File: src/hw/rtl/rlt_pkg.sv
`timescale 1ns / 1ps
package rlt_pkg;

  localparam int ADDR_W = 15;
  localparam int WORD_W = 16;
  localparam int ANGLE_W = 16;
  localparam int STEP_W = 24;
  localparam int PROD_W = ANGLE_W + STEP_W;
  localparam int FRAC_LSB = 6;
  localparam int INT_LSB = 22;
  localparam int NEIGHBORS = 8;

  localparam logic signed [17:0] NIGHT_LIMIT = 18'sd5632;
  localparam logic signed [17:0] HALF_TURN = 18'sd11520;
  localparam logic signed [17:0] FULL_TURN = 18'sd23040;

  // percent to reflectance: (r * 32 + 50) / 100 by reciprocal
  localparam int SCALE_N_W = 22;
  localparam int RECIP_SHIFT = 28;
  localparam logic [21:0] RECIP_100 = 22'd2684354;
  localparam logic [21:0] PCT_ROUND = 22'd50;
  localparam logic [21:0] PCT_DIV = 22'd100;

  typedef enum logic [2:0] {
    CFG_SOLAR_BOUNDS   = 3'd0,
    CFG_VIEW_BOUNDS    = 3'd1,
    CFG_AZIMUTH_BOUNDS = 3'd2,
    CFG_SOLAR_STEP     = 3'd3,
    CFG_VIEW_STEP      = 3'd4,
    CFG_AZIMUTH_STEP   = 3'd5
  } cfg_index_t;

  typedef enum logic [2:0] {
    ST_CORRECTED = 3'd0,
    ST_CLAMPED   = 3'd1,
    ST_NIGHT     = 3'd2,
    ST_NO_DATA   = 3'd3,
    ST_WRITTEN   = 3'd4
  } status_t;

  localparam logic OP_WRITE = 1'b0;

  // per-beat sideband that rides along the pipeline
  typedef struct packed {
    logic                interp;
    logic                is_write;
    status_t             status;
    logic [WORD_W-1:0]   refl;
    logic [ADDR_W-1:0]   widx;
    logic [WORD_W-1:0]   wdata;
    logic [15:0]         fs;
    logic [15:0]         fv;
    logic [15:0]         fa;
  } rlt_tag_t;

endpackage

File: src/hw/rtl/rlt_grid.sv
`timescale 1ns / 1ps
module rlt_grid import rlt_pkg::*; #(
  parameter int SOLAR_POINTS = 32,
  parameter int VIEW_POINTS = 32,
  parameter int AZIMUTH_POINTS = 32
) (
  input  logic              clk,
  input  logic [2:0]        stage_en,
  input  logic [15:0]       d_s,
  input  logic [15:0]       d_v,
  input  logic [15:0]       d_a,
  input  logic [STEP_W-1:0] inv_s,
  input  logic [STEP_W-1:0] inv_v,
  input  logic [STEP_W-1:0] inv_a,
  output logic [15:0]       fs,
  output logic [15:0]       fv,
  output logic [15:0]       fa,
  output logic [ADDR_W-1:0] addr [NEIGHBORS]
);

  localparam int SW = $clog2(SOLAR_POINTS);
  localparam int VW = $clog2(VIEW_POINTS);
  localparam int AW = $clog2(AZIMUTH_POINTS);
  localparam int IP_W = PROD_W - INT_LSB;
  localparam int ROW = VIEW_POINTS * AZIMUTH_POINTS;

  localparam logic [IP_W-1:0] S_LAST = IP_W'(SOLAR_POINTS - 1);
  localparam logic [IP_W-1:0] V_LAST = IP_W'(VIEW_POINTS - 1);
  localparam logic [IP_W-1:0] A_LAST = IP_W'(AZIMUTH_POINTS - 1);

  logic [PROD_W-1:0] p_s, p_v, p_a;
  logic [SW-1:0] s0, s1;
  logic [VW-1:0] v0, v1;
  logic [AW-1:0] a0, a1;

  // angle offset times reciprocal step
  always_ff @(posedge clk) begin
    if (stage_en[0]) begin
      p_s <= PROD_W'(d_s) * PROD_W'(inv_s);
      p_v <= PROD_W'(d_v) * PROD_W'(inv_v);
      p_a <= PROD_W'(d_a) * PROD_W'(inv_a);
    end
  end

  // grid index and fraction, held at the last point
  always_ff @(posedge clk) begin
    if (stage_en[1]) begin
      if (p_s[PROD_W-1:INT_LSB] >= S_LAST) begin
        s0 <= SW'(SOLAR_POINTS - 1);
        s1 <= SW'(SOLAR_POINTS - 1);
        fs <= '0;
      end else begin
        s0 <= p_s[INT_LSB +: SW];
        s1 <= p_s[INT_LSB +: SW] + SW'(1);
        fs <= p_s[FRAC_LSB +: 16];
      end
      if (p_v[PROD_W-1:INT_LSB] >= V_LAST) begin
        v0 <= VW'(VIEW_POINTS - 1);
        v1 <= VW'(VIEW_POINTS - 1);
        fv <= '0;
      end else begin
        v0 <= p_v[INT_LSB +: VW];
        v1 <= p_v[INT_LSB +: VW] + VW'(1);
        fv <= p_v[FRAC_LSB +: 16];
      end
      if (p_a[PROD_W-1:INT_LSB] >= A_LAST) begin
        a0 <= AW'(AZIMUTH_POINTS - 1);
        a1 <= AW'(AZIMUTH_POINTS - 1);
        fa <= '0;
      end else begin
        a0 <= p_a[INT_LSB +: AW];
        a1 <= p_a[INT_LSB +: AW] + AW'(1);
        fa <= p_a[FRAC_LSB +: 16];
      end
    end
  end

  // flat addresses of the eight corners, wrapped to the store
  always_ff @(posedge clk) begin
    if (stage_en[2]) begin
      for (int k = 0; k < NEIGHBORS; k++) begin
        addr[k] <= ADDR_W'(32'(k[2] ? s1 : s0) * ROW
                         + 32'(k[1] ? v1 : v0) * AZIMUTH_POINTS
                         + 32'(k[0] ? a1 : a0));
      end
    end
  end

endmodule

File: config.mk
export PLATFORM = sky130hd
export DESIGN_NAME = rlt_grid
export DESIGN_NICKNAME = d
export VERILOG_FILES = /design/src/hw/rtl/rlt_pkg.sv /design/src/hw/rtl/rlt_grid.sv
export SDC_FILE = /design/constraint.sdc
export NUM_CORES = 2
export LEC_CHECK = 0
export BUFFER_PORTS_ARGS = -buffer_cell sky130_fd_sc_hd__buf_2
export CAP_MARGIN = 20
export CORE_MARGIN = 10
export CORE_UTILIZATION = 65
export DETAILED_ROUTE_END_ITERATION = 7
export MAX_ROUTING_LAYER = met4
export PLACE_DENSITY = 0.82
export SKIP_CTS_REPAIR_TIMING = 1
export SLEW_MARGIN = 10
export SYNTH_ARGS = -nofsm -noshare
export SYNTH_HDL_FRONTEND = slang
export SYNTH_SLANG_ARGS = --single-unit
File: constraint.sdc
create_clock -name clk -period 10 [get_ports clk]
set_input_delay 1 -clock clk [delete_from_list [all_inputs] [get_ports clk]]
set_output_delay 1 -clock clk [all_outputs]
set_load 0.005 [all_outputs]
## Word level (Yosys, flattened, before mapping)

Index checks and enable logic that the tools add are counted.

| storage, ports and cells | value |
|---|---|
| bits of input ports | 124 |
| word-level logic and storage cells | 41 |
| memories | 0 |
| bits in registers | 318 |
| output and inout bits | 168 |
| bits in writable memories | 0 |
| bits in latches | 0 |
| bits in read-only memories | 0 |

| cells by class | value |
|---|---|
| multiply operators | 3 |
| shift-type cells | 0 |
| bitwise logic cells | 0 |
| muxes and demuxes | 0 |
| order comparisons | 3 |
| equality and inequality tests | 0 |
| div/mod/pow operators | 0 |
| reduce and logical (&&, ||, !) cells | 0 |
| add/sub/neg operators | 15 |

Operator list:

| cell | count |
|---|---|
| $add 15x5->15 | 8 |
| $mul 16x24->40 | 3 |
| $add 15x10->15 | 4 |
| $ge 18x5->1 const B | 3 |
| $add 5x1->5 const B | 3 |

## Longest topological paths before layout

| logic depth | value |
|---|---|
| depth after elaboration | 2 |
| mapped depth | 24 |
| depth with buffers taken out | 23 |

## Least setup slack after synthesis

Ideal clock, no wire load.

| path | value |
|---|---|
| path type | in2reg |
| from | input port inv_a[11] |
| to | register p_a[32] (data pin) |
| setup time | 262 ps |
| arrival time | 6593 ps |
| stages | 21 |
| required time | 9738 ps |
| buffers on the path | 1 |
| path slack | 3145 ps |
| path through | clkbuf_1 nand2_1 fa_1 fa_1 fa_1 inv_1 fa_1 fa_1 inv_1 fa_1 inv_1 ha_1 a2111o_1 a211o_1 a21oi_2 o21bai_1 a31oi_2 o21ai_1 o31ai_4 o21ai_1 xor2_1 |

| on the way | value |
|---|---|
| longest elaborated chain between the ends | 1 |

Ends and longest elaborated chain:

| item | RTL line | RTL |
|---|---|---|
| from (decl) | rlt_grid.sv:14 | `input logic [STEP_W-1:0] inv_a,` |
| $mul 16x24->40 | rlt_grid.sv:41 | `p_a <= PROD_W'(d_a) * PROD_W'(inv_a);` |
| to (signal assigned) | rlt_grid.sv:41 |  |
| to (decl) | rlt_grid.sv:31 | `logic [PROD_W-1:0] p_s, p_v, p_a;` |

Every way passes these cells.
A chain may end at the register's enable or synchronous reset.

## Worst setup path after layout

| path | value |
|---|---|
| from | input port d_s[1] |
| to | register p_s[35] (data pin) |

| on the way | value |
|---|---|
| longest elaborated chain between the ends | 1 |

Ends and longest elaborated chain:

| item | RTL line | RTL |
|---|---|---|
| from (decl) | rlt_grid.sv:9 | `input logic [15:0] d_s,` |
| $mul 16x24->40 | rlt_grid.sv:39 | `p_s <= PROD_W'(d_s) * PROD_W'(inv_s);` |
| to (signal assigned) | rlt_grid.sv:39 |  |
| to (decl) | rlt_grid.sv:31 |  |

Every way passes these cells.

==> metrics <==
clock sinks=210; insertion delay to the later sink of the worst-skew pair=0.50 ns; Ports=292; Rows=94; ant diodes=0; delay-heaviest family, CP=adder cells; synth-to-layout area growth=4.56%; top cells by area, synth=fa_1 (42%), edfxtp_1 (15%), ha_1 (9.5%); Port Buf Inserts=291; drt initial violations=2151; Hold Path Cell Cnt=0; largest net degree at the start of global routing=79; CP arrival=7.25 ns; post-place setup slack=2.52 ns; Post-Syn Nets=5872; clock period minus worst slack=7.02 ns; CP cell instances=buf_2 > nand2_1 > fa_1 > inv_1 > fa_1 > inv_1 > fa_1 > inv_1 > fa_1 > fa_1 > inv_1 > fa_1 > inv_1 > ha_1 > a21o_1 > a21o_1 > a221o_1 > nor4_1 > o211ai_2 > a41oi_2 > o21bai_1 > a211oi_1 > nor3_1; Crit path top cell by count=fa_1; Initial Util=65.7%; Pins Over Slew Limit=0; Synth Warn #=0; post-route setup TNS=0 ns; core area=66000 um2; Hold Path Class=reg2reg; leading area contributor after synthesis=fa_1; CP max FO=24; final setup violating endpoints=0; average size of a mapped cell=9.62 um2; PnR worst setup slack=2.98 ns; Placed Cells=5390; H-tree Lvls=1; Netlist cell types=57; die width=278 um; Setup Crit Path Kind=in2reg; ANT nets after route=0; Max-slew headroom=29.0%; GRT Residual Overflow=0; worst path buffer plus inverter count=6; Root Buffer=clkbuf_16; clock skew=0.0207 ns; slowest cell on the critical path=fa_1; vias per cell=5.60; max_cap viols=0; Cells after Synth=4503; first-pass GRT wire length=167 mm; Max Freq=142 MHz; post-route DRC violation count=0; via count=30.4k; wire per inst=18.5 um; WHS=0.414 ns; RePlAce Congestion=0.921; Worst Setup End Kind=register; Die H=278 um; final number of hold-violating endpoints=0; CP Depth=23; non-filler instance count after layout=5429; layout cells sized above 1=7.73%; Post-synth EDFFs=210; data required time at the worst endpoint=10.23 ns; synthesized area=43300 um2; drt first pass iters=6; vias in the first global route=33.4k; slew of the pin with the lowest slew margin=1.06 ns; crit path launch type=input port; commonest register cell after synthesis=edfxtp_1; Longest Clk Path Bufs=3; sequential share of the synthesized area=14.6%; worst r2r path cells=4; Post-Route WL=100 mm; clock slew at reported path FFs=0.06 ns; top cell type's share of synthesized area=42.3%; period utilization=70.2%; TritonCTS Buffers=23; Nets=5920; CP max stage delay=0.56 ns; detailed placement HPWL=79.8 mm; die footprint=77400 um2; outcome=complete, no violations; FFs w/ async S/R, synth=0%; RSZ-0062 raised after global routing=false; TritonCTS clock tree=built; Synth Register Bits=210; GRT Total Usage=27.5%; initial antenna violation count=0
==> per-stage QoR <==
stage	util, %	area [um2]
finish	68.7	45300
CTS	68.7	45300
floorplan	-	43300
detailed placement	67.5	44500
global placement	67.5	44500
global route	68.7	45300
==> path summary, 6_finish.rpt <==
check                              from        to  slack, ns
worst min register to register    s1[1]  addr[56]       0.41
worst max-delay path             d_s[1]   p_s[35]       2.98
worst max register to register  p_v[37]     v1[0]       7.70
worst min-delay path              s1[1]  addr[56]       0.41
==> final cells by class <==
cell class / instances / area, um2
clock buffers: 27 / 591
repair buffers: 294 / 1480
multi-input cells: 2984 / 31800
clock inverters: 12 / 168
flip-flops and latches: 210 / 6310
inverters: 1038 / 3900
fillers: 4998 / 20700
well taps: 864 / 1080
==> cells in the final DEF, fill, tap and decap left out, types with 7 or more instances in the layout <==
cell       instances
xnor2_1           60
nand2b_1          15
xor2_1            43
nand4_1           27
ha_1             330
o21a_1            10
buf_2            289
clkbuf_16         23
or2_2             10
a21oi_1           64
and2_1           530
o21ai_1           18
fa_1             915
edfxtp_1         210
o21bai_1           9
a31oi_1            7
nor4_1             7
nor2_1            52
nor3_1            15
o21ai_0           17
a21o_1            50
inv_1           1038
nand2_1          711
and3_1             7
nand3_1           20
a211oi_1          10
==> cell usage after synthesis (7+ instances only) <==
library cell,count
a211oi_1,10
a21o_1,50
a21oi_1,64
a31oi_1,7
and2_1,530
and3_1,7
buf_4,90
clkbuf_1,181
edfxtp_1,210
fa_1,915
ha_1,330
inv_1,1038
nand2_1,711
nand2b_1,15
nand3_1,20
nand4_1,27
nor2_1,52
nor3_1,15
nor4_1,7
o21a_1,10
o21ai_0,17
o21ai_1,18
o21bai_1,9
or2_2,10
xnor2_1,60
xor2_1,43
==> metal layers <==
layer	global-route usage, %	vias to the layer above	share of wire (%)	routed length, um
met2	45.4	1423	50	49700
met5	-	-	0	0
met1	32.8	15300	37	37200
li1	-	13300	-	-
met3	5.08	332	8.6	8610
met4	11.7	0	4.7	4670
==> cells by family (layout without fill, tap and decap cells) <==
logic type	Yosys count	count (layout)	share of synthesized area [%]
buffers and inverters	1309	1371	12.1
AO/OA/AOI/OAI	229	229	3.58
AND/OR/NAND/NOR	1407	1407	15.9
flip-flops	210	210	14.6
XOR/XNOR	103	103	2.08
adder cells (fa/ha/maj)	1245	1245	51.8
==> registers in the layout (all words and copies together) (netlist names) <==
signal,count
p_a,34
v0,5
s1,5
fs,16
fv,16
a0,5
a1,5
addr,30
p_v,34
p_s,34
v1,5
s0,5
fa,16
Power is left out: the tool's default activity adds up to more than one toggle a clock period on the data nets, which glitch-free logic cannot reach.
