<file path="config.mk">
export PLATFORM = sky130hd
export DESIGN_NAME = rlt_blend
export DESIGN_NICKNAME = d
export VERILOG_FILES = /design/src/hw/rtl/rlt_pkg.sv /design/src/hw/rtl/rlt_blend.sv
export SDC_FILE = /design/constraint.sdc
export NUM_CORES = 1
export LEC_CHECK = 0
export ABC_AREA = 1
export BUFFER_PORTS_ARGS = -buffer_cell sky130_fd_sc_hd__buf_2
export CAP_MARGIN = 20
export CORE_MARGIN = 2
export CORE_UTILIZATION = 60
export CTS_CLUSTER_DIAMETER = 120
export CTS_CLUSTER_SIZE = 28
export DETAILED_ROUTE_END_ITERATION = 10
export PLACE_DENSITY = 0.8
export REMOVE_ABC_BUFFERS = 1
export SYNTH_ARGS = -nofsm -noshare
export SYNTH_HDL_FRONTEND = slang
export SYNTH_SLANG_ARGS = --single-unit
</file>
<file path="constraint.sdc">
create_clock -name clk -period 10.75 [get_ports clk]
set_input_delay 2.15 -clock clk [delete_from_list [all_inputs] [get_ports clk]]
set_output_delay 2.15 -clock clk [all_outputs]
set_load 0.02 [all_outputs]
</file>
<file path="src/hw/rtl/rlt_pkg.sv">
`timescale 1ns / 1ps
package rlt_pkg;

  localparam int ADDR_W = 15;
  localparam int WORD_W = 16;
  localparam int ANGLE_W = 16;
  localparam int STEP_W = 24;
  localparam int PROD_W = ANGLE_W + STEP_W;
  localparam int FRAC_LSB = 6;
  localparam int INT_LSB = 22;
  localparam int NEIGHBORS = 8;

  localparam logic signed [17:0] NIGHT_LIMIT = 18'sd5632;
  localparam logic signed [17:0] HALF_TURN = 18'sd11520;
  localparam logic signed [17:0] FULL_TURN = 18'sd23040;

  // percent to reflectance: (r * 32 + 50) / 100 by reciprocal
  localparam int SCALE_N_W = 22;
  localparam int RECIP_SHIFT = 28;
  localparam logic [21:0] RECIP_100 = 22'd2684354;
  localparam logic [21:0] PCT_ROUND = 22'd50;
  localparam logic [21:0] PCT_DIV = 22'd100;

  typedef enum logic [2:0] {
    CFG_SOLAR_BOUNDS   = 3'd0,
    CFG_VIEW_BOUNDS    = 3'd1,
    CFG_AZIMUTH_BOUNDS = 3'd2,
    CFG_SOLAR_STEP     = 3'd3,
    CFG_VIEW_STEP      = 3'd4,
    CFG_AZIMUTH_STEP   = 3'd5
  } cfg_index_t;

  typedef enum logic [2:0] {
    ST_CORRECTED = 3'd0,
    ST_CLAMPED   = 3'd1,
    ST_NIGHT     = 3'd2,
    ST_NO_DATA   = 3'd3,
    ST_WRITTEN   = 3'd4
  } status_t;

  localparam logic OP_WRITE = 1'b0;

  // per-beat sideband that rides along the pipeline
  typedef struct packed {
    logic                interp;
    logic                is_write;
    status_t             status;
    logic [WORD_W-1:0]   refl;
    logic [ADDR_W-1:0]   widx;
    logic [WORD_W-1:0]   wdata;
    logic [15:0]         fs;
    logic [15:0]         fv;
    logic [15:0]         fa;
  } rlt_tag_t;

endpackage

</file>
<file path="src/hw/rtl/rlt_blend.sv">
`timescale 1ns / 1ps
module rlt_blend import rlt_pkg::*; (
  input  logic              clk,
  input  logic              en,
  input  logic [WORD_W-1:0] a,
  input  logic [WORD_W-1:0] b,
  input  logic [15:0]       f,
  output logic [WORD_W-1:0] q
);

  // a + round((b - a) * f / 65536), same as a*(1-f) + b*f rounded
  logic signed [16:0] diff;
  logic signed [33:0] prod;
  logic signed [33:0] rnd;
  logic signed [17:0] sum;

  assign diff = $signed({1'b0, b}) - $signed({1'b0, a});
  assign prod = 34'(diff) * 34'($signed({1'b0, f}));
  assign rnd = prod + 34'sd32768;
  assign sum = $signed({2'b00, a}) + rnd[33:16];

  always_ff @(posedge clk) begin
    if (en) q <= sum[WORD_W-1:0];
  end

endmodule
</file>
# After elaboration in Yosys (flattened, before gate mapping)
# Cells that the tools add are included.
# Widths: inputs -> output; s select.
[classes]
n_addsub = 3
n_mul = 1
[op_table]
columns = ["operator", "n"]
rows = [
  ["$add 32x17->32 const B", 1],
  ["$mul 17x17->32", 1],
  ["$sub 16x16->17", 1],
  ["$add 16x16->16", 1],
]
[totals]
ff_bits = 16
input_bits = 50
output_inout_bits = 16

# Depth between registers and ports, before layout
# Gate-level depths: netlist of run 1.
[depth]
word_depth = 4
mapped_depth = 49

# Least setup slack after synthesis of run 1
# OpenSTA, ideal clock, no wires.
[synth_path]
path_type = "input -> register"
startpoint = "input b[0]"
endpoint = "register q[10], data pin"
arrival_time_ns = 9.445
path_slack_ns = 1.053
stages = 39
path_buffers = 1
cell_sequence = "inv_1 > ha_1 > fa_1 > o21a_4 > o21ai_4 > a21boi_2 > or2_1 > buf_6 > nand2_8 > nor2_2 > fa_1 > inv_1 > fa_1 > inv_1 > fa_1 > inv_1 > fa_1 > inv_1 > (+3 left out) > inv_1 > ha_1 > a21oi_1 > o21a_1 > o21ai_0 > a21oi_1 > o21ai_1 > xor2_1 > ha_1 > nand3_1 > nand2_1 > a21oi_1 > o21bai_1 > nand3_1 > nand2_1 > nand3_1 > nand3_1 > nand2_1"
[synth_via]
elab_chain_cells = 4
[synth_lines]
columns = ["item", "line", "rtl"]
rows = [
  ["from (decl)", "rlt_blend.sv:6", "input logic [WORD_W-1:0] b,"],
  ["$sub 16x16->17", "rlt_blend.sv:17", "assign diff = $signed({1'b0, b}) - $signed({1'b0, a});"],
  ["$mul 17x17->32", "rlt_blend.sv:18", "assign prod = 34'(diff) * 34'($signed({1'b0, f}));"],
  ["$add 32x17->32", "rlt_blend.sv:19", "assign rnd = prod + 34'sd32768;"],
  ["$add 16x16->16", "rlt_blend.sv:20", "assign sum = $signed({2'b00, a}) + rnd[33:16];"],
  ["via sum[10]", "rlt_blend.sv:15", "logic signed [17:0] sum;"],
  ["to (signal assigned)", "rlt_blend.sv:23", "if (en) q <= sum[WORD_W-1:0];"],
  ["to (decl)", "rlt_blend.sv:8", "output logic [WORD_W-1:0] q"],
]
# The timed path passes the listed nets, and every way through them passes these cells.
# A chain may end at the register's enable or synchronous reset.

# Worst setup path in the final report of run 1
[layout_path]
startpoint = "input a[4]"
endpoint = "register q[10], data pin"
[layout_via]
elab_chain_cells = 4
[layout_lines]
columns = ["item", "line", "rtl"]
rows = [
  ["from (decl)", "rlt_blend.sv:5", "input logic [WORD_W-1:0] a,"],
  ["$sub 16x16->17", "rlt_blend.sv:17", ""],
  ["$mul 17x17->32", "rlt_blend.sv:18", ""],
  ["$add 32x17->32", "rlt_blend.sv:19", ""],
  ["$add 16x16->16 (*)", "rlt_blend.sv:20", ""],
  ["via sum[10]", "rlt_blend.sv:15", ""],
]
# The timed path passes the listed nets; every way through them passes the cells marked *.

==> metrics, run 1 <==
status complete, no violations; Post-synth EDFFs 16; synthesized flop and latch total 16; startpoint types input port; Ys Warns 0; worst hold path type in2reg; Die W roughly 150 microns; clock sink count 16; Top cell by count, worst path fa_1; Vias around 11000; metal3 WL 2999 microns; wirelength, routed around 36000 microns; standard-cell row count 53; Longest Clk Path Bufs 2; Die Ht approximately 150 microns; vias in the first global route 11420; ys async rst share 0%; worst rel slew slack 49.39%; layout filler cell count approximately 1900; Root Buffer clkbuf_16; Final Hold Violating Endpoints 0; Mapped Cells between 1500 and 2000; Met1 Wirelength approximately 14000 microns; Reg with most FFs q; routability congestion estimate 0.9581; first-pass GRT wire length about 57000 microns; largest net degree at the start of global routing 18; Critical-path top delay cell fa_1; Setup WS pre-CTS between 100 and 150 ps; Top Layer Used met4; max FFs per register 16; RSZ-0062 raised after global routing yes; PortBufs 65; Mapped Area around 0.013 sq mm; n_diodes 0; setup slack after layout 356.5 ps; Final ANT Viol Nets 0; largest registers q: 16 flops; Num CTS Buffers 3; top-area cell type share of the netlist area 41.87%; crit end category flip-flop; initial antenna violation count 0; met2 wire len ~17000 microns; GRT Util Overall 33.45%; IO Pins between 60 and 70; core area approximately 0.021 sq mm; P&R area growth vs syn 6.864%; Worst-Margin Slew about 760 ps; arrival time worst endpoint about 10000 ps; Final HPWL DP ~32000 microns; setup tns final 0 ps; worst setup path class in2reg; number of H-tree levels 1; gr ovfl total 0; Via density roughly 5.5; clock slew at reported path FFs approximately 50 ps; Nets 2145; Die Footprint 0.02254 sq mm; CP peak stage delay between 500 and 600 ps; Slew Viols, Final 0; Synth Area per Inst just under 8 sq um; CTS tree yes; synth cell count leaders inv_1 (445), fa_1 (268), nand2_1 (249), nor2_1 (182), ha_1 (124); register area share after synthesis under 10%; Hold WS ~2200 ps; Setup violations, final 0; Crit Path Max Fanout 8; max_cap viols 0; DR pass1 iterations 6; drt wl/cell 18.39 microns; Fmax achieved about 96 MHz; Initial Util between 60 and 70%; Post-route DRC 0; layout cells sized above 1 about a tenth; top cells by area, synth fa_1 (42%), inv_1 (13%), ha_1 (12%), nand2_1 (7.3%), nor2_1 (5.3%); hold_buf cts 0; Final min period 10390 ps; Yosys cell types a little under 50; post-synth top area cell fa_1; Primary FF master, synth edfxtp_1; most common cell in the synthesized netlist inv_1; Worst Path Required ~11000 ps; First DRT Iteration DRCs 840; fin crit share between 90% and 100%
==> final cells by class <==
type / count / area (sq um) / area share, %
multi-input combinational: 1133 / 10530 / 76.88
inverter: 452 / 1697 / 12.39
timing repair buffer: 97 / 565.5 / 4.130
sequential: 16 / 480.5 / 3.508
tap: 275 / 344.1 / 2.513
clock buffer: 3 / 75.07 / 0.5482
clock inverter: 1 / 3.754 / 0.02741
==> worst paths after layout <==
kind / start / cells past startpoint / slack, ps / to
worst max-delay path: a[4] / 39 / 360 / q[10]
worst min-delay path: a[0] / 2 / 2230 / q[0]
==> routing by layer <==
layer  track usage [%]  up-vias
li1                  -     4978
met2             55.98      521
met5                 0        -
met3             5.636      123
met4             13.35        0
met1             43.55     5319
==> worst max-delay path, delay by kind of cell <==
| family | cells | cell delay (ps) |
|---|---|---|
| adder cells (fa/ha/maj) | 9 | 4160 |
| AND/OR/NAND/NOR | 14 | 1840 |
| AO/OA/AOI/OAI | 9 | 1720 |
| buffers and inverters | 6 | 330 |
| XOR/XNOR | 1 | 170 |
==> cell families after synthesis <==
kind of cell	after synthesis	synth area share, %
XOR/XNOR	35	2.626
buffers and inverters	478	14.21
AND/OR/NAND/NOR	595	20.07
adder cells (fa/ha/maj)	392	53.97
flip-flops	16	3.749
AO/OA/AOI/OAI	111	5.370
==> placed cells by master, fill, tap and decap left out, drive strengths merged, types with 9 or more instances in the layout <==
cell type,count
ha,124
inv,450
xnor2,9
nand2,261
edfxtp,16
nand3,96
buf,97
a21oi,52
xor2,26
o21ai,24
a21o,10
fa,268
nand4,9
nor2,209
==> repair_timing <==
action / CTS / global route
setup buffers: 0 / 0
gates resized for setup: 0 / 4
setup endpoints to repair: 0 / 5
==> metrics by stage <==
stage / instance area [sq um] / std cells / util, %
floorplan: 12690 / 1601 / -
global placement: 13600 / 1973 / 64.70
detailed placement: 13600 / 1973 / 64.70
CTS: 13680 / 1977 / 65.07
global route: 13690 / 1977 / 65.14
finish: 13690 / 1977 / 65.14
Power of run 1 is not shown: default switching activity piles up to over one toggle a cycle in this logic, so the estimate is an artifact.
==> run 2, diff against run 1 <==
--- a/config.mk
+++ b/config.mk
@@ -5,7 +5,7 @@
 export SDC_FILE = /design/constraint.sdc
 export NUM_CORES = 1
 export LEC_CHECK = 0
-export ABC_AREA = 1
+export ABC_AREA = 0
 export BUFFER_PORTS_ARGS = -buffer_cell sky130_fd_sc_hd__buf_2
 export CAP_MARGIN = 20
 export CORE_MARGIN = 2
@@ -13,7 +13,7 @@
 export CTS_CLUSTER_DIAMETER = 120
 export CTS_CLUSTER_SIZE = 28
 export DETAILED_ROUTE_END_ITERATION = 10
-export PLACE_DENSITY = 0.8
+export PLACE_DENSITY = 0.81
 export REMOVE_ABC_BUFFERS = 1
 export SYNTH_ARGS = -nofsm -noshare
 export SYNTH_HDL_FRONTEND = slang
==> run 2 against run 1 <==
The run now ends with negative setup slack left. Setup slack got worse by 710 ps. Flip-flop and latch count unchanged. Critical path type unchanged. Maximum frequency decreased by 6.4%. Core utilization increased by 7.3 points. Non-clock buffer count increased by 119. Global-route usage decreased by 4.1 points. Final cell count decreased by 11%. Die area decreased by 7.3%. Wire length decreased by 13%. Critical path depth increased by 3.
==> metrics, run 2 <==
setup slack after layout -350.4 ps (-706.9 ps); Final Instance Area 0.01405 sq mm (+2.6%); clock slew at reported path FFs 50 ps (about the same); Crit Path Max Fanout 7 (-1); startpoint types input port; PortBufs 65 (unchanged); Worst Path Required 10750 ps (about the same); max_cap viols 0 (unchanged); Post-synth EDFFs 16 (unchanged); delay-heaviest family, CP adder cells; layout cells sized above 1 20.23% (+10 points); worst hold path type in2reg; Mapped Area 0.01185 sq mm (-7.5%); failing checks negative setup slack; worst setup path class in2reg; Die Footprint 0.02089 sq mm (-7.3%); Post-route DRC 0 (unchanged); top-area cell type share of the netlist area 45.28% (+3.4 points); clock sink count 16 (unchanged); final core utilization 72.41% (+7.3 points); vias in the first global route 10330 (-9.5%); IO Pins 66 (unchanged); DR pass1 iterations 6 (unchanged); Num CTS Buffers 3 (unchanged); Final ANT Viol Nets 0 (unchanged); Placed Area 0.01335 sq mm (-1.8%); Worst-Margin Slew 490.4 ps (-267.9 ps); gr ovfl total 0 (unchanged); RSZ-0062 raised after global routing yes; Vias 9701 (-11%); Post-Layout Cell Count 1758 (-11%); drt wl/cell 18.04 microns (-1.9%); number of H-tree levels 1 (unchanged); max FFs per register 16 (unchanged); Final min period 11100 ps (+706.9 ps); Fmax achieved 90.09 MHz (-6.4%); Longest Clk Path Bufs 2 (unchanged); hold_buf cts 0 (unchanged); Final HPWL DP 23370 microns (-27%); Final Hold Violating Endpoints 0 (unchanged); ys async rst share 0% (unchanged); Slew Viols, Final 0 (unchanged); Reg with most FFs q; Primary FF master, synth edfxtp_1; Via density 5.518 (-0.29%); register area share after synthesis 4.054% (+0.31 points); First DRT Iteration DRCs 781 (-7.0%); post-synth top area cell fa_1; Die W 144.5 microns (-3.7%); largest registers q: 16 flops; initial antenna violation count 0 (unchanged); flip-flop and latch area 480.5 sq um (unchanged); most common cell in the synthesized netlist inv_1; Ys Warns 0 (unchanged); standard-cell row count 51 (-3.8%); synth cell count leaders inv_1 (371), fa_1 (268), ha_1 (124), and2_1 (122), nand2_1 (122); Synth Area per Inst 9.032 sq um (+15%); placed instance count 1732 (-12%); routability congestion estimate 0.9318 (-2.7%); worst rel slew slack 67.31% (+18 points); core area 0.01940 sq mm (-7.7%); layout filler cell count 1300 (-31%); fin crit share 103.3% (+6.6 points); first-pass GRT wire length 47580 microns (-17%); Mapped Cells 1312 (-19%); Nets 1936 (-9.7%); Root Buffer clkbuf_16; status finished, violations left; synthesized flop and latch total 16 (unchanged); WP buf/inv 6 (unchanged); wirelength, routed 31720 microns (-13%); Yosys cell types 50 (+2.0%); CTS tree yes; Critical-path top delay cell fa_1; CP peak stage delay 540 ps (+20 ps); n_diodes 0 (unchanged); Die Ht 144.5 microns (-3.7%); Multi-input gate area 0.01020 sq mm (-3.1%); largest net degree at the start of global routing 19 (+1); GRT Util Overall 29.31% (-4.1 points); Setup violations, final 3 (+3); top cells by area, synth fa_1 (45%), ha_1 (13%), inv_1 (12%), and2_1 (6.4%), edfxtp_1 (4.1%); commonest non-fill, non-tap cell in the layout inv_1; crit end category flip-flop; Initial Util 61.09% (+0.13 points); arrival time worst endpoint 11100 ps (+700 ps); P&R area growth vs syn 18.54%; Top cell by count, worst path fa_1; most frequent cells in the layout inv_1 (362), fa_1 (262), buf_4 (138)
## run 2: cell count changes after synthesis, moves of 13 or more
cell,before,now
nor2b_1,0,24
xnor2_1,8,42
nor2_2,27,0
a21oi_1,49,24
inv_1,445,371
nand3_1,92,14
nor2_1,182,32
clkbuf_1,19,32
xor2_1,23,10
nand2_1,249,122
and2_1,0,122
## run 2: tightest hold or removal path, cell delays in order
cell and delay (ps):
buf_6 90, buf_4 100, ha_2 150
## run 2: cells by family (layout without fill, tap and decap cells)
kind of cell,after synthesis,in the layout,synth area share (%)
and+or+nand+nor,353,353,15.30
adders and majority gates,392,392,58.37
xor gates and xnor gates,52,52,3.843
buffers and inverters,410,591,13.12
DFF,16,16,4.054
AOI/OAI and AO/OA,89,89,5.311
## run 2: worst paths after layout
check             start  endpoint  slack [ps]  cells after the start
hold / removal     a[0]      q[0]        2350                      3
setup / recovery   a[1]     q[14]        -350                     42
## run 2: timing repair
item | CTS | global route
pin swaps | 58 | 69
endpoints found under the hold margin | 0 | 0
setup buffers | 14 | 11
endpoints found under the setup margin | 4 | 6
resized for setup | 57 | 45
## run 2: per-layer routing
layer  global-route usage [%]  share of wire, %  vias up
li1                         -                 -     4199
met1                    34.41                34     4852
met2                    55.60                52      481
met3                    2.517               7.0      169
met4                    10.94               6.4        0
met5                        0                 0        -
## run 2: cell type report
| cell class | instances | area share [%] |
|---|---|---|
| Multi-Input combinational cell | 886 | 72.65 |
| Clock buffer | 3 | 0.5344 |
| Inverter | 371 | 9.931 |
| Sequential cell | 16 | 3.420 |
| Clock inverter | 1 | 0.02672 |
| Tap cell | 265 | 2.360 |
| Timing Repair Buffer | 216 | 11.08 |
## run 2: stage by stage
| stage | setup slack (ps) | TNS [ps] | hold slack (ps) |
|---|---|---|---|
| 2_1_floorplan | -167.9 | -330.6 | 2263 |
| 3_3_place_gp | -421.0 | -1227 | 2575 |
| 3_5_place_dp | -534.3 | -1870 | 2575 |
| 4_1_cts | 1.694 | 0 | 2352 |
| 5_1_grt | -630.9 | -2259 | 2340 |
| 6_report | -350.4 | -755.2 | 2345 |
Power of run 2 is left out for the same reason.
