===== src/hw/rtl/rlt_pkg.sv =====
`timescale 1ns / 1ps
package rlt_pkg;

  localparam int ADDR_W = 15;
  localparam int WORD_W = 16;
  localparam int ANGLE_W = 16;
  localparam int STEP_W = 24;
  localparam int PROD_W = ANGLE_W + STEP_W;
  localparam int FRAC_LSB = 6;
  localparam int INT_LSB = 22;
  localparam int NEIGHBORS = 8;

  localparam logic signed [17:0] NIGHT_LIMIT = 18'sd5632;
  localparam logic signed [17:0] HALF_TURN = 18'sd11520;
  localparam logic signed [17:0] FULL_TURN = 18'sd23040;

  // percent to reflectance: (r * 32 + 50) / 100 by reciprocal
  localparam int SCALE_N_W = 22;
  localparam int RECIP_SHIFT = 28;
  localparam logic [21:0] RECIP_100 = 22'd2684354;
  localparam logic [21:0] PCT_ROUND = 22'd50;
  localparam logic [21:0] PCT_DIV = 22'd100;

  typedef enum logic [2:0] {
    CFG_SOLAR_BOUNDS   = 3'd0,
    CFG_VIEW_BOUNDS    = 3'd1,
    CFG_AZIMUTH_BOUNDS = 3'd2,
    CFG_SOLAR_STEP     = 3'd3,
    CFG_VIEW_STEP      = 3'd4,
    CFG_AZIMUTH_STEP   = 3'd5
  } cfg_index_t;

  typedef enum logic [2:0] {
    ST_CORRECTED = 3'd0,
    ST_CLAMPED   = 3'd1,
    ST_NIGHT     = 3'd2,
    ST_NO_DATA   = 3'd3,
    ST_WRITTEN   = 3'd4
  } status_t;

  localparam logic OP_WRITE = 1'b0;

  // per-beat sideband that rides along the pipeline
  typedef struct packed {
    logic                interp;
    logic                is_write;
    status_t             status;
    logic [WORD_W-1:0]   refl;
    logic [ADDR_W-1:0]   widx;
    logic [WORD_W-1:0]   wdata;
    logic [15:0]         fs;
    logic [15:0]         fv;
    logic [15:0]         fa;
  } rlt_tag_t;

endpackage


===== src/hw/rtl/rlt_angle_prep.sv =====
`timescale 1ns / 1ps
module rlt_angle_prep import rlt_pkg::*; (
  input  logic                clk,
  input  logic                en,
  input  logic                op,
  input  logic [ADDR_W-1:0]   entry_index,
  input  logic [WORD_W-1:0]   entry_value,
  input  logic signed [15:0]  solar_zenith,
  input  logic signed [15:0]  view_zenith,
  input  logic signed [15:0]  rel_azimuth,
  input  logic [WORD_W-1:0]   reflectance,
  input  logic                reflectance_missing,
  input  logic                solar_missing,
  input  logic [31:0]         solar_bounds,
  input  logic [31:0]         view_bounds,
  input  logic [31:0]         azimuth_bounds,
  output rlt_tag_t            tag_d,
  output logic [15:0]         d_s,
  output logic [15:0]         d_v,
  output logic [15:0]         d_a
);

  // offset from the lower bound, saturated at zero
  function automatic logic [15:0] offset16(logic signed [17:0] x, logic signed [15:0] lo);
    logic signed [18:0] d;
    d = 19'(x) - 19'(lo);
    if (d < 0) return 16'd0;
    return d[15:0];
  endfunction

  logic signed [17:0] sz, vz, az_abs, az_fold, az_hi, az_c;
  logic signed [17:0] sz_c1, sz_c, vz_c1, vz_c;
  logic signed [15:0] s_lo, s_hi, v_lo, v_hi, a_lo, a_hi;
  logic               night;

  assign s_lo = solar_bounds[15:0];
  assign s_hi = solar_bounds[31:16];
  assign v_lo = view_bounds[15:0];
  assign v_hi = view_bounds[31:16];
  assign a_lo = azimuth_bounds[15:0];
  assign a_hi = azimuth_bounds[31:16];

  // zenith clamps: lower first, then upper
  always_comb begin
    sz = 18'(solar_zenith);
    vz = 18'(view_zenith);
    sz_c1 = (sz < 18'(s_lo)) ? 18'(s_lo) : sz;
    sz_c  = (sz_c1 >= 18'(s_hi)) ? 18'(s_hi) : sz_c1;
    vz_c1 = (vz < 18'(v_lo)) ? 18'(v_lo) : vz;
    vz_c  = (vz_c1 >= 18'(v_hi)) ? 18'(v_hi) : vz_c1;
  end

  // azimuth fold into a half turn, then upper and lower clamps
  always_comb begin
    az_abs  = (rel_azimuth < 0) ? -18'(rel_azimuth) : 18'(rel_azimuth);
    az_fold = (az_abs > HALF_TURN) ? (FULL_TURN - az_abs) : az_abs;
    az_hi   = (az_fold > 18'(a_hi)) ? 18'(a_hi) : az_fold;
    az_c    = (az_hi < 18'(a_lo)) ? 18'(a_lo) : az_hi;
  end

  // classify the beat
  assign night = solar_missing || (18'(solar_zenith) > NIGHT_LIMIT) || (solar_zenith < 0);

  always_comb begin
    tag_d = '0;
    tag_d.widx = entry_index;
    tag_d.wdata = entry_value;
    priority if (op == OP_WRITE) begin
      tag_d.is_write = 1'b1;
      tag_d.status = ST_WRITTEN;
    end else if (reflectance_missing) begin
      tag_d.status = ST_NO_DATA;
      tag_d.refl = reflectance;
    end else if (night) begin
      tag_d.status = ST_NIGHT;
    end else begin
      tag_d.interp = 1'b1;
      tag_d.status = ST_CORRECTED;
      tag_d.refl = reflectance;
    end
  end

  always_ff @(posedge clk) begin
    if (en) begin
      d_s <= offset16(sz_c, s_lo);
      d_v <= offset16(vz_c, v_lo);
      d_a <= offset16(az_c, a_lo);
    end
  end

endmodule


===== config.mk =====
export PLATFORM = sky130hd
export DESIGN_NAME = rlt_angle_prep
export DESIGN_NICKNAME = d
export VERILOG_FILES = /design/src/hw/rtl/rlt_pkg.sv /design/src/hw/rtl/rlt_angle_prep.sv
export SDC_FILE = /design/constraint.sdc
export NUM_CORES = 1
export LEC_CHECK = 0
export BUFFER_PORTS_ARGS = -buffer_cell sky130_fd_sc_hd__buf_4
export CAP_MARGIN = 20
export CORE_MARGIN = 1.5
export CORE_UTILIZATION = 25
export CTS_CLUSTER_DIAMETER = 40
export CTS_CLUSTER_SIZE = 12
export DETAILED_ROUTE_END_ITERATION = 10
export GPL_ROUTABILITY_DRIVEN = 0
export SETUP_SLACK_MARGIN = 0.05
export SYNTH_ARGS = -nofsm -noshare
export SYNTH_HDL_FRONTEND = slang
export SYNTH_SLANG_ARGS = --single-unit

===== constraint.sdc =====
create_clock -name clk -period 15.7 [get_ports clk]
set_clock_uncertainty 0.05 [all_clocks]
set_input_delay 0.785 -clock clk [delete_from_list [all_inputs] [get_ports clk]]
set_output_delay 0.785 -clock clk [all_outputs]
set_load 0.02 [all_outputs]

# Word level (Yosys, flattened, before mapping)
# Index checks and enable logic that the tools add are counted.
# Widths: inputs -> output; s select.
# word_totals
reg_bits,48
in_bits,196
# op_classes
add_sub_neg,5
mux,29
magnitude_cmp,13
n_reduce_logical,2
# op_table
cell,n
$mux 18,8
$mux 16,8
$lt 19x1->1 const B,3
$sub 18x16->19,3
$ge 18x16->1,2
$lt 16x1->1 const B,2
$lt 16x16->1,2
$mux 19,1
$gt 18x15->1 const B,1
$gt 18x16->1,1
$lt 18x16->1,1
$neg 16->18,1
$sub 16x18->18 const A,1
$gt 16x14->1 const B,1
$mux 1,10
$mux 3,1
$logic_or 1x1->1,2
$mux 2,1

# Logic depth before layout (Yosys ltp)
# Gate-level depths: netlist of run 1.
# depth
ltp_word,13
mapped_depth,49

# Worst setup path before layout of run 1
# Ideal clock, no wire load.
# synth_path
path_kind,input -> register
from,input port rel_azimuth[0]
to,"register d_a[10], data pin"
arrival_ps,9125
required_time_ps,15518
path_slack_ps,6393
n_path_buf,5
setup_ps,132
stages,46
cell_sequence,buf_6 > inv_1 > ha_1 > or3b_2 > nor3b_1 > a211oi_1 > nand4_1 > o21ai_0 > a211oi_1 > o21ai_0 > nand2_1 > ha_1 > a21oi_1 > nor2_1 > a2111oi_2 > nand3_1 > xnor2_1 > nand2_1 > [... 10 more ...] > nand2_1 > mux2_2 > buf_4 > buf_6 > mux2i_1 > ha_1 > fa_1 > nor2b_1 > o21ai_0 > a21boi_0 > o21ai_0 > a21o_1 > a31oi_1 > a21o_1 > a211oi_1 > o2111ai_1 > clkbuf_1 > and3_1
# synth_between
elab_chain_len,13
word_cells_on_any_way,15
classes_between,add/sub: 3; order compare: 5; mux: 7
# synth_lines
element,line,rtl
"start, declared",rlt_angle_prep.sv:10,"input logic signed [15:0] rel_azimuth,"
$neg 16->18 / $lt 16x1->1 (equally long branches),rlt_angle_prep.sv:55,az_abs = (rel_azimuth < 0) ? -18'(rel_azimuth) : 18'(rel_azimuth);
$mux 18 (*),rlt_angle_prep.sv:55,
$sub 16x18->18 / $gt 18x15->1 (equally long branches),rlt_angle_prep.sv:56,az_fold = (az_abs > HALF_TURN) ? (FULL_TURN - az_abs) : az_abs;
$mux 18 (*),rlt_angle_prep.sv:56,
$gt 18x16->1,rlt_angle_prep.sv:57,az_hi = (az_fold > 18'(a_hi)) ? 18'(a_hi) : az_fold;
$mux 18 (*),rlt_angle_prep.sv:57,
$lt 18x16->1,rlt_angle_prep.sv:58,az_c = (az_hi < 18'(a_lo)) ? 18'(a_lo) : az_hi;
$mux 18 (*),rlt_angle_prep.sv:58,
$sub 18x16->19 (*),rlt_angle_prep.sv:26,d = 19'(x) - 19'(lo);
$lt 19x1->1,rlt_angle_prep.sv:27,if (d < 0) return 16'd0;
$mux 1,rlt_angle_prep.sv:27,
$mux 1,rlt_angle_prep.sv:84,if (en) begin
$mux 16 (*),rlt_angle_prep.sv:28,return d[15:0];
"end signal, assigned",rlt_angle_prep.sv:87,"d_a <= offset16(az_c, a_lo);"
"end, declared",rlt_angle_prep.sv:20,output logic [15:0] d_a
# Mark *: on every way between the ends. The rest lies on a longest branch, timed or not. The select of a mux whose other input is x is not followed.
# A chain may end at the register's enable or synchronous reset.

# Worst setup path in the final report of run 1
# layout_path
from,input port rel_azimuth[0]
to,"register d_a[9], data pin"
# Same word-level chain as after synthesis.

==> flow_summary.yaml, run 1 <==
run_status:
  outcome: "complete, no violations"
placement:
  place_area_sq_um: 10800
  dp_hpwl_mm: 21.1
  io_buffers: 233
  post-place-ws_ns: 4.72
  place_inst: 1710
critical_path:
  cp-end-kind: "register"
  cpMaxStageDelayCell: "o2111ai_1"
  worstPathArrival_ns: 10.72
  cpMostUsedCell: "o21ai_0"
  crit_path_max_fanout: 21
  start_kind: "input pin"
  crit_path_max_incr_delay_ns: 0.71
  critPathKind: "in -> reg"
  cp.required_ns: 15.80
  critical_path.startpoint: "rel_azimuth[0]"
yosys:
  synthArstFlopShare_pct: 0
  ys_seq_area_share_pct: 16.1
  synth.distinct_cells: 69
  ys_ff_latch: 48
  syn_area_per_cell_sq_um: 8.39
  ys_warn_count: 0
  ys.flop_type: "edfxtp_1"
  synthCells: 1070
  synth_edf_count: 48
  synth_area_sq_um: 8970
timing:
  setup_tns_ns: 0
  clock.fmax_mhz: 94.1
  max_slew.worst_pin.slew_ns: 1.03
  setup_ws_ns: 5.08
  hold_violations: 0
  post-route-period-util_pct: 67.7
  slew_violations: 0
  fin_crit_ns: 10.62
  rsz0062_at_grt: "false"
  setup-violations-final: 0
  slew_headroom_pct: 31.1
cts:
  cts_tree: "built"
  clock_sinks: 48
  cts_setup_buffers: 0
  htree_levels: 2
  root_buffer: "clkbuf_16"
  cts_resized: 0
  clk_path_buf_depth: 2
  cts_hold_buf: 0
  clk_pin_slew_ns: 0.07
  cts_buffers: 5
finish:
  final_area_sq_um: 10900
  fill_cells: 3753
  antenna_cells: 0
  stdcell_count: 1719
  area_growth_pct: 21.6
  multi_input_area_sq_um: 6510
  seqCellArea_sq_um: 1440
  final_layout_size_suffix_gt1_share_pct: 28.4
  nets: 1605
pwr:
  vdd_drop_max_v: 0.0000545
  leakage_uw: 0.00525
  power_density_nw_per_um2: 109
  finalPower_uw: 1190
floorplanning:
  rows: 69
  dieWidth_um: 192
  start_util_pct: 25.3
  core_area_sq_um: 35500
  die_y_um: 192
  die_area_sq_um: 37000
  ios: 344
grt:
  grt_pass1_wl_mm: 37.5
  antenna_found_initial: 1
  grtUsageTotal_pct: 12.6
  grt_pass1_vias: 7577
  grt_max_degree: 49
  overflow: 0
drt:
  wirelength_mm: 24.4
  top_layer_used: "met5"
  drc: 0
  num_vias: 7894
  wl_met1_mm: 10.6
  drtIter0Drc: 299
  met2_length_mm: 11.5
  ant_nets: 0
  drtPass1Iterations: 5
  routedWlPerCell_um: 14.2
  wl_met3_mm: 1.58
  via_per_inst: 4.59
min_path:
  hold_path.class: "in -> reg"
  hold_start: "solar_bounds[0]"
job:
  drv_cap: 0
[power by group]
part	switching (uW)	leakage [uW]	total [uW]	internal, uW
sequential	15.5	0.000465	234	218
clock	48.2	0.0000655	107	58.9
combinational	456	0.00472	850	394
[cells by family after synthesis]
logic type      after synthesis  share of synthesized area, %
compound gates              217                          15.6
xor+xnor                     52                          5.16
other cells                   1                        0.0418
buf+inv                     228                          13.4
mux                          99                          12.5
fa+ha+maj                   152                          21.4
flops                        48                          16.1
simple gates                273                          15.8
[cell usage in the layout (no fill, tap or decap), drive strengths merged, types with 11 or more instances in the layout]
cell type	Yosys	final
nor2	59	59
a31oi	15	15
and2	21	21
nand2b	14	14
buf	91	238
nand3	21	21
a21oi	69	69
and3	17	17
nor2b	19	19
ha	149	149
nor3	19	19
conb	1	48
xnor2	35	35
nand2	60	60
a21o	23	23
xor2	17	17
mux2	95	95
o21ai	48	48
inv	123	123
edfxtp	48	48
nand4	11	11
[cell type report]
| type | instances | area share, % |
|---|---|---|
| Multi-Input combinational cell | 841 | 59.6 |
| Clock inverter | 1 | 0.0344 |
| Sequential cell | 48 | 13.2 |
| Clock buffer | 7 | 1.22 |
| Timing Repair Buffer | 238 | 16.4 |
| Tap cell | 461 | 5.29 |
| Inverter | 123 | 4.23 |
[registers in the layout, summed over array words and instances, names as in the netlist]
register,cells
d_s,16
d_a,16
d_v,16
[stage by stage]
stage / hold slack [ns] / util (%)
2_1_floorplan: 0.847 / -
3_3_place_gp: 1.17 / 30.3
3_5_place_dp: 1.17 / 30.3
4_1_cts: 0.868 / 30.7
5_1_grt: 0.883 / 30.7
6_report: 0.877 / 30.7
[critical path: cells and delay by family]
kind / cells / cell delay, ns
mux: 3 / 1.06
buf+inv: 2 / 0.26
compound gates: 19 / 4.20
fa+ha+maj: 5 / 1.59
simple gates: 12 / 2.72
xor+xnor: 1 / 0.07
[Yosys cell counts (3+ instances only)]
cell type	n	area share, %
a211o_1	4	0.39
a211oi_1	10	0.84
a21boi_0	3	0.25
a21o_1	23	1.9
a21oi_1	69	3.8
a31oi_1	15	1.0
and2_1	21	1.5
and3_1	17	1.2
and3b_1	4	0.39
buf_2	3	0.17
buf_4	81	6.8
buf_6	5	0.63
clkbuf_1	14	0.59
edfxtp_1	48	16
fa_1	3	0.67
ha_1	149	21
inv_1	123	5.1
mux2_2	93	12
mux2i_1	4	0.45
nand2_1	60	2.5
nand2b_1	13	0.91
nand3_1	21	1.2
nand4_1	11	0.77
nor2_1	59	2.5
nor2b_1	19	1.3
nor3_1	19	1.1
nor3b_1	3	0.25
nor4_1	3	0.21
o2111ai_1	5	0.49
o211ai_1	8	0.67
o21ai_0	45	2.5
o21bai_1	4	0.33
o22ai_1	3	0.21
o31a_1	3	0.29
or2_2	5	0.35
or4_1	3	0.25
xnor2_1	35	3.4
xor2_1	16	1.6
[per-layer routing]
metal	vias to the layer above	global-route usage (%)
li1	4054	-
met1	3564	15.5
met2	215	21.5
met3	59	2.93
met4	2	3.82
met5	-	0
[path summary, 6_finish.rpt]
| check | endpoint | slack, ns | depth (start not counted) |
|---|---|---|---|
| min | d_s[0]$_SDFFCE_PP0P_ | 0.88 | 3 |
| max | d_a[9]$_SDFFCE_PP0P_ | 5.08 | 42 |
Power figures use the tool's default switching activity.
==> run 2, diff against run 1 <==
==> constraint.sdc (replaced) <==
create_clock -name clk -period 8.78 [get_ports clk]
set_clock_uncertainty 0.05 [all_clocks]
set_input_delay 0.439 -clock clk [delete_from_list [all_inputs] [get_ports clk]]
set_output_delay 0.439 -clock clk [all_outputs]
set_load 0.02 [all_outputs]
==> flow_summary.yaml, run 2 (synthesis results as in run 1) <==
floorplanning:
  die_area_sq_um: 37000
  rows: 69
  ios: 344
  start_util_pct: 25.3
  core_area_sq_um: 35500
  die_y_um: 192
  dieWidth_um: 192
finish:
  final_area_sq_um: 11600
  fin_util_pct: 32.7
  final_cell_mix: "buf_4, ha_1, inv_1"
  layout_commonest_cell: "buf_4"
  final_layout_size_suffix_gt1_share_pct: 34.7
  nets: 1671
  top_regs: "d_a (16), d_s (16), d_v (16)"
  area_growth_pct: 29.3
  fill_cells: 3654
placement:
  place_area_sq_um: 11200
  dp_hpwl_mm: 21.9
  post-place-ws_ns: -0.211
  io_buffers: 233
drt:
  num_vias: 8233
  met2_length_mm: 12.1
  drtIter0Drc: 308
  routedWlPerCell_um: 14.4
  drtPass1Iterations: 4
  wl_met3_mm: 1.59
  wirelength_mm: 25.8
  drc: 0
  ant_nets: 0
  via_per_inst: 4.62
  wl_met1_mm: 11.4
  top_layer_used: "met4"
job:
  drv_cap: 0
grt:
  grtUsageTotal_pct: 13.2
  overflow: 0
  grt_pass1_wl_mm: 39.1
  antenna_found_initial: 0
  grt_pass1_vias: 7891
  grt_max_degree: 49
critical_path:
  critPathKind: "in -> reg"
  cpMaxStageDelayCell: "or3b_2"
  cpMostUsedCell: "a21oi_1"
  worst-path-buf-inv: 4
  start_kind: "input pin"
  critical_path.startpoint: "rel_azimuth[0]"
  cp.required_ns: 8.77
  critPathTopFamily: "compound AO/OA/AOI/OAI gates"
  cp-end-kind: "register"
  crit_path_max_fanout: 12
  crit_path_max_incr_delay_ns: 0.48
  worstPathArrival_ns: 8.24
pwr:
  leakage_uw: 0.00561
  vdd_drop_max_v: 0.0000957
  power_density_nw_per_um2: 199
timing:
  post-route-period-util_pct: 94.0
  fin_crit_ns: 8.25
  slew_headroom_pct: 52.4
  setup_ws_ns: 0.526
  setup_tns_ns: 0
  clock.fmax_mhz: 121
  setup-violations-final: 0
  slew_violations: 0
  max_slew.worst_pin.slew_ns: 0.714
  whs_ns: 0.535
  hold_violations: 0
cts:
  root_buffer: "clkbuf_16"
  cts_tree: "built"
  cts_buffers: 5
  clock_sinks: 48
  htree_levels: 2
  clk_pin_slew_ns: 0.07
  clk_path_buf_depth: 2
min_path:
  hold_path.class: "in -> reg"
  hold_start: "solar_bounds[0]"
run_status:
  outcome: "complete, no violations"
[run 2: changes by cell type in the layout (fill, tap and decap cells not counted), moves of 3 or more]
| cell | change |
|---|---|
| a211oi_1 | -4 |
| a211oi_2 | +3 |
| a21oi_1 | -4 |
| a21oi_2 | +4 |
| buf_4 | +61 |
| buf_6 | +5 |
| o21ai_0 | -8 |
| o21ai_1 | +4 |
| o21ai_2 | +4 |
[run 2: where the power goes]
part	internal (uW)	switching (uW)
Clock	101	83.8
Combinational	820	878
Sequential	392	32.4
Total	1310	994
[run 2: area by class of cell]
| cell class | count | area (sq um) | area share, % |
|---|---|---|---|
| flip-flops and latches | 48 | 1440 | 12.4 |
| diodes | 1 | 2.50 | 0.0216 |
| multi-input cells | 841 | 6690 | 57.7 |
| well taps | 461 | 577 | 4.97 |
| clock buffers | 5 | 125 | 1.08 |
| repair buffers | 304 | 2300 | 19.8 |
| inverters | 123 | 462 | 3.98 |
[run 2: stage by stage]
stage / std cells / power (uW)
floorplan: 1117 / 1540
global route: 1782 / 2510
finish: 1783 / 2310
global placement: 1773 / 2030
CTS: 1778 / 2250
detailed placement: 1773 / 2050
[run 2: path summary, 6_finish.rpt]
| check | cells after the start | slack [ns] | endpoint |
|---|---|---|---|
| setup / recovery | 40 | 0.53 | d_a[0]$_SDFFCE_PP0P_ |
| hold / removal | 3 | 0.53 | d_s[0]$_SDFFCE_PP0P_ |
[run 2: repair_timing]
action,4_1_cts,5_1_grt
pin swaps,0,21
cloned,0,1
resized for setup,1,55
setup endpoints to repair,1,16
buffers inserted,0,3
hold buffers,0,0
[run 2: metal layers]
| layer | vias up | global-route usage (%) |
|---|---|---|
| met5 | - | 0 |
| met2 | 225 | 22.3 |
| li1 | 4178 | - |
| met3 | 50 | 2.58 |
| met4 | 0 | 4.05 |
| met1 | 3780 | 16.7 |
==> run 3, diff against run 2 <==
--- a/config.mk
+++ b/config.mk
@@ -7,12 +7,17 @@
 export LEC_CHECK = 0
 export BUFFER_PORTS_ARGS = -buffer_cell sky130_fd_sc_hd__buf_4
 export CAP_MARGIN = 20
+export CELL_PAD_IN_SITES_DETAIL_PLACEMENT = 1
+export CELL_PAD_IN_SITES_GLOBAL_PLACEMENT = 1
 export CORE_MARGIN = 1.5
 export CORE_UTILIZATION = 25
+export CTS_BUF_LIST = sky130_fd_sc_hd__clkbuf_16
 export CTS_CLUSTER_DIAMETER = 40
 export CTS_CLUSTER_SIZE = 12
 export DETAILED_ROUTE_END_ITERATION = 10
 export GPL_ROUTABILITY_DRIVEN = 0
+export HOLD_SLACK_MARGIN = 0.02
+export PLACE_DENSITY_LB_ADDON = 0.1
 export SETUP_SLACK_MARGIN = 0.05
 export SYNTH_ARGS = -nofsm -noshare
 export SYNTH_HDL_FRONTEND = slang
==> flow_summary.yaml, run 3 (synthesis results as in run 1) <==
run_status:
  outcome: "complete, no violations"
floorplanning:
  start_util_pct: 25.3
  die_area_sq_um: 37000
  dieWidth_um: 192
  die_y_um: 192
  ios: 344
  rows: 69
  core_area_sq_um: 35500
grt:
  antenna_found_initial: 0
  grt_pass1_wl_mm: 43.8
  grtUsageTotal_pct: 14.8
  grt_pass1_vias: 8604
  overflow: 0
  grt_max_degree: 49
finish:
  antenna_cells: 0
  final_cell_mix: "buf_4, ha_1, inv_1"
  layout_commonest_cell: "buf_4"
  area_growth_pct: 36.5
  nets: 1723
  seqCellArea_sq_um: 1440
  final_layout_size_suffix_gt1_share_pct: 39.1
  fill_cells: 4292
  stdcell_count: 1836
  multi_input_area_sq_um: 6930
  top_regs: "d_a (16), d_s (16), d_v (16)"
timing:
  post-route-period-util_pct: 94.9
  hold_violations: 0
  fin_crit_ns: 8.34
  slew_violations: 0
  clock.fmax_mhz: 120
  setup_ws_ns: 0.444
  slew_headroom_pct: 49.1
  max_slew.worst_pin.slew_ns: 0.764
  setup-violations-final: 0
cts:
  htree_levels: 2
  cts_hold_buf: 0
  cts_tree: "built"
  clk_path_buf_depth: 2
  clk_pin_slew_ns: 0.06
  clock_sinks: 48
  cts_buffers: 5
  root_buffer: "clkbuf_16"
min_path:
  holdPathStages: 3
  hold_path.class: "in -> reg"
  whs_endpoint: "d_v[0]$_SDFFCE_PP0P_"
  hold_start: "view_bounds[0]"
drt:
  drtIter0Drc: 172
  wirelength_mm: 29.1
  routedWlPerCell_um: 15.9
  wl_met1_mm: 12.8
  wl_met3_mm: 1.39
  via_per_inst: 4.61
  met2_length_mm: 14.8
  top_layer_used: "met4"
  num_vias: 8457
  ant_nets: 0
  drc: 0
  drtPass1Iterations: 4
critical_path:
  start_kind: "input pin"
  critPathKind: "in -> reg"
  cpMostUsedCell: "buf_4"
  crit_path_max_fanout: 9
  cpMaxStageDelayCell: "or3_4"
  cp.required_ns: 8.78
  crit_path_max_incr_delay_ns: 0.42
  cp-end-kind: "register"
  worstPathArrival_ns: 8.33
placement:
  dp_hpwl_mm: 25.4
  place_inst: 1814
  post-place-ws_ns: -0.427
  io_buffers: 233
job:
  drv_cap: 0
pwr:
  vdd_drop_max_v: 0.000163
  power_density_nw_per_um2: 202
  leakage_uw: 0.00593
==> run 3: cell count changes in the layout (fill, tap and decap cells not counted), sizes merged <==
cell,change
buf,+52
clkinv,+1
diode,-1
inv,+1
==> run 3: layer usage <==
metal | vias to the layer above | global-route usage [%]
met5 | - | 0
met4 | 0 | 0.835
met3 | 15 | 2.33
met2 | 193 | 28.0
met1 | 3972 | 18.3
li1 | 4277 | -
==> run 3: worst max-delay path: cells and delay by family <==
kind	cells	cell delay (ns)
AND/OR/NAND/NOR	11	1.66
multiplexers	4	1.19
XOR/XNOR	1	0.14
adder cells (fa/ha/maj)	4	1.05
buffers and inverters	8	1.26
AO/OA/AOI/OAI	14	2.59
==> run 3: how the worst max path moves through the flow <==
| stage | startpoint | end | slack, ns |
|---|---|---|---|
| after global placement | rel_azimuth[0] | d_a[15]$_SDFFCE_PP0P_ | -0.38 |
| after global routing | rel_azimuth[1] | d_a[1]$_SDFFCE_PP0P_ | -0.08 |
| after floorplan | rel_azimuth[0] | d_a[10]$_SDFFCE_PP0P_ | 0.06 |
| after CTS | rel_azimuth[0] | d_a[0]$_SDFFCE_PP0P_ | 0.06 |
| after detailed placement | rel_azimuth[0] | d_a[15]$_SDFFCE_PP0P_ | -0.43 |
| final | rel_azimuth[1] | d_a[1]$_SDFFCE_PP0P_ | 0.44 |
==> run 3: layout make-up <==
cell class	count	area share, %
Clock buffer	5	1.02
Timing Repair Buffer	356	22.1
Multi-Input combinational cell	841	56.6
Tap cell	461	4.71
Inverter	123	3.77
Clock inverter	2	0.0715
Sequential cell	48	11.8
==> run 3: repair_timing <==
item                                    in CTS  in global routing
endpoints found under the setup margin      16                 16
resized for setup                            8                 90
pin swaps                                    2                 50
gates cloned                                 0                  1
buffers inserted                             1                 13
==> run 3: where the power goes <==
part | switching, uW | leakage (uW) | total, uW | internal (uW)
Combinational | 935 | 0.00540 | 1870 | 932
Sequential | 31.9 | 0.000465 | 423 | 391
Clock | 83.6 | 0.0000709 | 186 | 103
==> run 3: through the flow <==
step                setup TNS [ns]  total power, uW  area, sq um  hold slack (ns)  utilization [%]
floorplan                        0             1540         9150            0.501                -
global placement             -4.19             2150        11600            0.819             32.6
detailed placement           -6.52             2160        11600            0.821             32.6
CTS                              0             2370        11700            0.531             33.0
global route                 -1.08             2710        12300            0.532             34.5
finish                           0             2480        12300            0.532             34.5
